File: src/sv/sdfsu_ram.sv
`default_nettype none
// ----------------------------------------------------------------------------
// sdfsu_ram
// Generic single-write, single-read memory with a registered read port.
// ----------------------------------------------------------------------------
module sdfsu_ram #(
  parameter int WIDTH = 8,
  parameter int DEPTH = 16
) (
  input  wire logic                     clk,
  input  wire logic                     we,
  input  wire logic [$clog2(DEPTH)-1:0] waddr,
  input  wire logic [WIDTH-1:0]         wdata,
  input  wire logic [$clog2(DEPTH)-1:0] raddr,
  output logic      [WIDTH-1:0]         rdata
);

  logic [WIDTH-1:0] mem [DEPTH];

  always_ff @(posedge clk) begin
    if (we) begin
      mem[waddr] <= wdata;
    end
    rdata <= mem[raddr];
  end

endmodule
`default_nettype wire

File: config.mk
export PLATFORM = sky130hd
export DESIGN_NAME = sdfsu_ram
export DESIGN_NICKNAME = d
export VERILOG_FILES = /design/src/sv/sdfsu_ram.sv
export SDC_FILE = /design/constraint.sdc
export NUM_CORES = 1
export LEC_CHECK = 0
export BUFFER_PORTS_ARGS = -buffer_cell sky130_fd_sc_hd__buf_4
export CORE_AREA = 2 2 96 98
export CTS_BUF_LIST = sky130_fd_sc_hd__clkbuf_8
export CTS_CLUSTER_DIAMETER = 60
export DETAILED_ROUTE_END_ITERATION = 6
export DIE_AREA = 0 0 98 100
export GPL_TIMING_DRIVEN = 0
export PLACE_DENSITY = 0.74
export SYNTH_ARGS = -nofsm -noshare
export SYNTH_HDL_FRONTEND = slang
export SYNTH_SLANG_ARGS = --single-unit
File: constraint.sdc
create_clock -name clk -period 2.7 [get_ports clk]
set_clock_uncertainty 0.2 [all_clocks]
set_input_delay 0.135 -clock clk [delete_from_list [all_inputs] [get_ports clk]]
set_output_delay 0.135 -clock clk [all_outputs]
set_load 0.01 [all_outputs]
Yosys cells after proc, flatten, opt, wreduce, memory -nomap -nowiden
Memory sizes are Yosys's and may differ from the RTL's. A register that Yosys moved wholly into a read port is not among the register bits.
Cells that the tools add are included.
Widths: inputs -> output; s select.

operators by class
  mux-type cells = 2

operators by type and width
  kind    number
  $mux 1  2

storage, ports and cells
  register bits = 0
  memory bits (writable) = 128
  input port bits = 18
  output and inout port bits = 8
  word-level logic and storage cells = 3
  memories kept = 1

memories
  name  words  width  read ports  clocked after memory_dff  wr ports  line  RTL
  mem   16     8      1           1                         1         18    logic [WIDTH-1:0] mem [DEPTH];

Logic depth before layout (Yosys ltp)
  depth after elaboration = 2
  depth in mapped cells = 5
  gate-level depth less buffers = 3

Worst setup path after synthesis
Ideal clock, no wire load.

  path type = in2reg
  start = input waddr[2]
  end = memory mem[0][0], enable pin
  setup time = 0.383 ns
  data arrival time = 1.245 ns
  data required time = 2.117 ns
  path slack = 0.872 ns
  cell stages on the path = 2
  path buffers = 0
  cells stage by stage = or3b_2 -> nor3_1

RTL lines
  what         line  RTL
  from (decl)  12    input wire logic [$clog2(DEPTH)-1:0] waddr,
  to (decl)    18

No word-level cell before the write port.

Worst setup path after layout
  start = input waddr[1]
  end = memory mem[8][7], enable pin

No word-level cell before the write port.

==> impl_results.md <==
* Status: complete, no violations
* Core area at between 8000 and 9000 µm²
* Pin count of the biggest net entering global routing at 17
* WL final at roughly 9200 µm
* Die area at roughly 9800 µm²
* Share of cells above drive strength 1 at 28.72%
* Gpl congestion at 0.7269
* Leak at roughly 0.0020 µW
* Mapped Cells at ~230
* Setup WS post-layout at roughly 670 ps
* First-pass GRT wire length at ~14000 µm
* Nets at between 300 and 400
* Vias per std cell at about 6
* Slew headroom at between 10 and 15%
* IO Pins at 26
* Crit path kind: input pin to register
* Post-synthesis sequential area ratio at just under 80%
* Critical path arrival at 1870 ps
* Chip height at approximately 100 µm
* Diode count at 0
* CTS Sinks at between 100 and 150
* Commonest cells after routing, fill and taps aside: edfxtp_1 (128), buf_4 (25), clkbuf_8 (19), mux4_2 (18), a22oi_1 (16)
* Post-Syn Area per Cell at approximately 22 µm²
* H-tree levels at 4
* Largest buffer count on any clock path at 2
* Fmax at 492.2 MHz
* Total global-route track usage at about a fifth
* Hold_ws at slightly below 30 ps
* Die span in x at 98 µm
* Final hold vios at 0
* Min-Delay Path Class: input pin to register
* Initial antenna violation count at 0
* Unrepaired setup endpoints after global routing: no
* Final period utilization at ~75%
* Setup TNS at 0 ps
* YS warnings at 0
* CTS tree: yes
* Cell Area, Synth at ~5100 µm²
* Synth-to-layout area growth at 16.02%
* Post-CTS Setup Repair Bufs at 0
* Vias in the first global route at between 2000 and 2500
* DRT Pass-1 Iters at 4
* Worst-Margin Slew at around 1300 ps
* Core Rows at 35
* Filler Cell Count at 580
* Initial DRC Count at 261
* Final Instance Area at 5972 µm²
* CP Launch Type: input pin
* Pwr dens at 706.1 nW/µm²
* Clock Latency Late Sink at 430 ps
* Slew Limit Fails at 0
* CTS Buf Count at 17
* Max-Cap Viols at 0
* Setup crit start: waddr[1]
* Avg WL per Cell at ~23 µm
* Flops & latches, synth at 136
* Most common cell after layout, fill and taps aside: edfxtp_1
* Crit-path max FO at 8
* Count of different cell masters after synthesis at 19
* DR vias at 2440
* Crit path capture type: register
* Clk root buf: clkbuf_8
* DRC violations left at 0
* # placed instances at 364
* Initial Utilization at 57.90%
* Post-detail-place hpwl at about 5800 µm
* Minimum clock period at slightly above 2000 ps
* Remaining Overflow, GRT at 0
* Final ANT Viol Nets at 0
* WP data required at approximately 2500 ps
* Reg-to-Reg Start: mem[15][7]
* Peak VDD IR at roughly 430 µV
* Final setup fails at 0
* Syn Nets at roughly 250
* Hold-fix buffers at CTS at 10
* DP Worst Slack at approximately 280 ps
* Worst-path clk slew at roughly 70 ps
* I/O Buffers at 24
* Fin cells at between 400 and 500
* Hold path startpoint: raddr[0]
* Resized Gates After CTS at 0
* Area after DPL at 5466 µm²
==> per-layer routing <==
metal | vias to the layer above | share of wire [%] | track usage, %
li1 | 1082 | - | -
met1 | 1249 | 41 | 28.69
met2 | 100 | 50 | 31.35
met3 | 9 | 8.4 | 7.033
met4 | 0 | 1.3 | 6.731
met5 | - | 0 | 0
==> worst max-delay path, stage by stage <==
cell	delay, ps
dlygate4sd3_1	540
buf_4	170
nor3_1	1010
==> registers in the layout, summed over array words and instances, names as in the netlist <==
| name | cells |
|---|---|
| mem | 128 |
| rdata | 8 |
==> power by group <==
part,total (µW),switching [µW],internal [µW]
logic,252,134,118
registers,2370,11.1,2360
clock network,1600,736,859
total,4220,881,3340
==> area by class of cell <==
type | count | area [µm²] | share of cell area (%)
flip-flops and latches | 136 | 4004 | 67.04
clock buffers | 19 | 261.5 | 4.379
well taps | 111 | 138.9 | 2.326
multi-input cells | 83 | 1062 | 17.79
clock inverters | 13 | 128.9 | 2.158
repair buffers | 35 | 290.3 | 4.861
plain buffers | 10 | 86.33 | 1.446
==> path summary, 6_finish.rpt <==
path               end  slack, ps  depth (start not counted)
max reg2reg   rdata[7]       1110                          3
max          mem[8][7]        670                          3
min           rdata[7]         30                          4
min reg2reg   rdata[1]        490                          3
==> cell usage after synthesis <==
master	count	area, µm²
and2b_1	1	7.510
edfxtp_1	128	3844
buf_4	1	7.510
a22oi_1	16	120.1
or3b_2	1	8.760
nand2_1	9	33.78
mux4_1	14	367.9
nor2b_1	1	6.260
nor3_1	4	20.02
buf_6	3	33.78
buf_2	3	15.01
dfxtp_1	8	160.2
clkdlybuf4s25_2	3	30.03
and2_1	1	6.260
nand3b_1	2	15.01
nand2b_1	2	12.51
nor2_1	13	48.80
mux4_2	18	405.4
nand3_1	1	5.000
==> cells by family after synthesis <==
group           synth area share [%]
simple gates                   3.184
buf+inv                        1.677
flops                          77.78
compound gates                 2.334
mux                            15.02
==> stage by stage <==
stage / util [%] / power (µW)
2_1_floorplan: - / 2541
3_3_place_gp: 61.49 / 2647
3_5_place_dp: 61.49 / 2658
4_1_cts: 67.01 / 4245
5_1_grt: 67.18 / 4346
6_report: 67.18 / 4217
(Power assumes the default switching activity.)
